[config.mk]
export PLATFORM = sky130hd
export DESIGN_NAME = tdbi_rsp_fifo
export DESIGN_NICKNAME = d
export VERILOG_FILES = /design/src/rtl/tdbi_pkg.sv /design/src/rtl/tdbi_rsp_fifo.sv
export SDC_FILE = /design/constraint.sdc
export NUM_CORES = 1
export LEC_CHECK = 0
export BUFFER_PORTS_ARGS = -buffer_cell sky130_fd_sc_hd__buf_2
export CAP_MARGIN = 20
export CORE_ASPECT_RATIO = 0.7
export CORE_MARGIN = 2
export CORE_UTILIZATION = 35
export DETAILED_ROUTE_END_ITERATION = 12
export GPL_TIMING_DRIVEN = 0
export PLACE_DENSITY_LB_ADDON = 0.25
export SYNTH_ARGS = -nofsm -noshare
export SYNTH_HDL_FRONTEND = slang
export SYNTH_SLANG_ARGS = --single-unit
[constraint.sdc]
create_clock -name clock -period 1.88 [get_ports clock]
set_clock_uncertainty 0.2 [all_clocks]
set_input_delay 0.094 -clock clock [delete_from_list [all_inputs] [get_ports clock]]
set_output_delay 0.094 -clock clock [all_outputs]
set_load 0.1 [all_outputs]
[src/rtl/tdbi_pkg.sv]
// Shared types and constants for the table-driven block interleaver.
// Used by the top level, the response queue and the port checker; no dependencies.
package tdbi_pkg;

   localparam logic CMD_LOAD = 1'b0;
   localparam logic CMD_DATA = 1'b1;

   localparam logic DIR_INTERLEAVE   = 1'b0;
   localparam logic DIR_DEINTERLEAVE = 1'b1;

   localparam int CSR_INDEX_W = 4;
   localparam logic [CSR_INDEX_W-1:0] CSR_FRAME_LENGTH = 4'd0;
   localparam logic [CSR_INDEX_W-1:0] CSR_DIRECTION    = 4'd1;

   localparam int FRAME_LEN_W  = 11;
   localparam int PATTERN_W    = 10;
   localparam int SAMPLE_OUT_W = 16;
   localparam int POSITION_W   = 10;

   localparam logic [FRAME_LEN_W-1:0] FRAME_LEN_RESET = 11'd1024;

   localparam int RSP_FIFO_DEPTH = 4;
   localparam int RSP_PTR_W      = 2;
   localparam int RSP_CNT_W      = 3;

   typedef struct packed {
      logic signed [SAMPLE_OUT_W-1:0] sample_out;
      logic [POSITION_W-1:0]          out_position;
      logic                           frame_last;
   } rsp_item_type;

endpackage

[src/rtl/tdbi_rsp_fifo.sv]
// Four-entry response queue between the bank read stage and the rsp channel.
// Depends on tdbi_pkg.
module tdbi_rsp_fifo (
   input  logic                  clock,
   input  logic                  reset,
   input  logic                  push,
   input  tdbi_pkg::rsp_item_type push_item,
   input  logic                  pop,
   output logic                  out_valid,
   output tdbi_pkg::rsp_item_type out_item
);

   tdbi_pkg::rsp_item_type entry_ff [tdbi_pkg::RSP_FIFO_DEPTH];

   logic [tdbi_pkg::RSP_PTR_W-1:0] wr_ptr_ff, wr_ptr_in;
   logic [tdbi_pkg::RSP_PTR_W-1:0] rd_ptr_ff, rd_ptr_in;
   logic [tdbi_pkg::RSP_CNT_W-1:0] count_ff, count_in;
   logic                           do_pop;

   assign out_valid = (count_ff != '0);
   assign out_item  = entry_ff[rd_ptr_ff];
   assign do_pop    = pop & out_valid;

   always_comb begin
      wr_ptr_in = push   ? wr_ptr_ff + 1'b1 : wr_ptr_ff;
      rd_ptr_in = do_pop ? rd_ptr_ff + 1'b1 : rd_ptr_ff;
      count_in  = count_ff + tdbi_pkg::RSP_CNT_W'(push) - tdbi_pkg::RSP_CNT_W'(do_pop);
   end

   always_ff @(posedge clock) begin
      if (reset) begin
         wr_ptr_ff <= '0;
         rd_ptr_ff <= '0;
         count_ff  <= '0;
      end else begin
         wr_ptr_ff <= wr_ptr_in;
         rd_ptr_ff <= rd_ptr_in;
         count_ff  <= count_in;
      end
   end

   always_ff @(posedge clock) begin
      if (push) begin
         entry_ff[wr_ptr_ff] <= push_item;
      end
   end

endmodule

==> impl_metrics.ini <==
[route]
wl_per_cell_um = 16.85
drtPass1Iterations = 4
num_vias = 2160
first_iter_violations = 115
route.detailed.drc = 0
via_per_inst = 4.538
postRouteAntennaNets = 0
wirelength_mm = 8.022

[finish]
antenna_cells = 0
areaGrowthSynthToFinish_pct = 39.54
nets = 339
postLayoutCellArea_mm2 = 0.006160
final_cells = 476
drive_gt1_frac = 0.4363
nFillCells = 1038
final_common_cell = edfxtp_1
mostFrequentLayoutCells = 108 x edfxtp_1, 31 x buf_2, 31 x dlygate4sd3_1

[placed_design]
routabilityCongestion = 0.6603
dp_cells = 405
hpwl_mm = 4.446
placed_area_mm2 = 0.004911
port_buffers = 57

[outcome]
violations = negative setup slack
outcome = finished, violations left

[worst_setup_path]
start_kind = flip-flop
critPathMaxFanout = 6
path_buf_inv = 3
worst_setup_path_end_kind = output port
cp_data_required_time_ns = 1.59
cpLargestDelayFamily = multiplexers
crit_arrival_ns = 1.79
worst-setup-path-type = reg -> out
rrSetupSlack_ns = -0.15
crit_top_cell = buf_12
slowest_delay_ns = 0.56
crit_chain = buf_12 > buf_12 > mux4_2 > buf_12
slowest_stage = mux4_2

[timing]
min_period_ns = 2.087
rsz0062_at_grt = true
relSlewSlack = 0.6793
period_share = 1.110
finalSetupTns_ns = -4.403
setup_ws_ns = -0.2066
worst_hold_slack_ns = 0.2416
setup_violations = 29
finalHoldViolations = 0
max_freq_mhz = 479.2
report.final.slew_viol_count = 0
worst_pin_slew_ns = 0.4844

[die]
die_area_mm2 = 0.01354
die_w_um = 138.2
die_h_um = 97.96
num_rows = 34
ios = 59
initial_utilization = 0.3566
fp.coreArea_mm2 = 0.01238

[clock_tree]
clk_latency_ns = 0.40
cts_tree = done
cts_buffers = 17
clk_pin_slew_ns = 0.05
root_buffer = clkbuf_16
cts_max_path_buffers = 2
htree_levels = 4
clkSinkCount = 117

[power_and_ir_drop]
p_leak_nw = 2.181
total_power_w = 0.009583
peakVddDrop_mv = 0.9892
power_density_mw_per_mm2 = 1556

[logic_synthesis]
yosysUniqueCellTypes = 21
syn_nets = 224
ys_ff_latch = 117
synth_seq_area_share = 0.7755
syn_avg_cell_area_um2 = 23.73
syn_area_mm2 = 0.004414
syn_inst = 186
ys.warnings.count = 0

[global_route]
antenna_found_initial = 0
grt_pass1_vias = 2291
grt-ovfl-total = 0
grt_usage = 0.1255
grt_pass1_wl_mm = 12.40
grt_max_degree = 28

[min_path]
min_path_type = in -> reg

[job]
drv_cap = 0
-- through the flow --
step | util | worst slack [ns]
after detailed placement | 0.3967 | -0.2047
after global placement | 0.3963 | -0.4740
after floorplan | - | -0.1123
after CTS | 0.4928 | -0.2382
final | 0.4976 | -0.2066
after global routing | 0.4976 | -0.2717
-- worst register-to-register path: stages, from the launching register on --
cell and delay (ns):
dfxtp_2 0.33, o31a_1 0.32, ha_1 0.28, inv_1 0.06
ha_2 0.17, fa_2 0.41, nor2b_1 0.14
-- flip-flops by register name, indices dropped and copies added, names as in the netlist, named ones only --
signal and flops:
entry_ff 108, count_ff 3, rd_ptr_ff 2, wr_ptr_ff 2
-- Yosys cell counts --
master / count / share of area
and2_1: 4 / 0.0057
ha_1: 6 / 0.017
edfxtp_1: 108 / 0.73
or3_1: 1 / 0.0014
mux4_1: 7 / 0.042
buf_12: 2 / 0.0091
fa_1: 1 / 0.0045
dfxtp_1: 9 / 0.041
inv_1: 6 / 0.0051
buf_6: 1 / 0.0026
mux2i_1: 1 / 0.0023
xor3_1: 1 / 0.0054
nor2b_1: 4 / 0.0057
clkbuf_1: 1 / 0.00085
xnor2_1: 1 / 0.0020
mux4_2: 20 / 0.10
mux2_2: 3 / 0.0077
o31a_1: 1 / 0.0020
buf_2: 3 / 0.0034
o311ai_0: 1 / 0.0020
nor2_1: 5 / 0.0043
-- power breakdown --
| part | switching (W) | internal, W |
|---|---|---|
| Combinational | 0.00212 | 0.00124 |
| Clock | 0.00107 | 0.00206 |
| Sequential | 0.0000620 | 0.00303 |
-- cell families (layout without fill, tap and decap cells) --
| family | Yosys count | after routing | share of synthesized area |
|---|---|---|---|
| AND/OR/NAND/NOR | 14 | 14 | 0.01701 |
| flip-flops | 117 | 117 | 0.7755 |
| adder cells (fa/ha/maj) | 7 | 7 | 0.02154 |
| XOR/XNOR | 2 | 2 | 0.007369 |
| multiplexers | 31 | 31 | 0.1536 |
| AO/OA/AOI/OAI | 2 | 2 | 0.003969 |
| buffers and inverters | 13 | 141 | 0.02097 |
-- routing by layer --
| layer | up-vias | routed length, um | GRT usage |
|---|---|---|---|
| met5 | - | 0 | 0 |
| met4 | 0 | 46 | 0.04474 |
| met3 | 7 | 456 | 0.05444 |
| met2 | 65 | 3710 | 0.1858 |
| met1 | 1091 | 3808 | 0.1666 |
| li1 | 997 | - | - |
-- worst paths after layout --
check | from | end | depth (start not counted)
worst max-delay path | flip-flop | out_item[10] | 4
worst max register to register | count_ff[2] | count_ff[1] | 6
worst min-delay path | push_item[6] | entry_ff[3][6] | 2
worst min register to register | wr_ptr_ff[1] | wr_ptr_ff[1] | 2
-- final cells by class --
class | count | area, um2 | share of cell area
well taps | 162 | 202.7 | 0.03291
inverters | 6 | 22.52 | 0.003656
flip-flops and latches | 117 | 3428 | 0.5566
plain buffers | 7 | 91.34 | 0.01483
clock inverters | 11 | 133.9 | 0.02173
repair buffers | 96 | 953.4 | 0.1548
clock buffers | 21 | 440.4 | 0.07150
multi-input cells | 56 | 887.1 | 0.1440
-- repair_timing --
item                                    CTS  global route
gates resized for setup                  80            17
hold buffers                             31             0
endpoints found under the hold margin   115             0
gates cloned                              2             1
endpoints found under the setup margin   56           108
pin swaps                                 2             1
setup buffers                             5             1
Note: power is estimated with default switching activity, not from simulation.
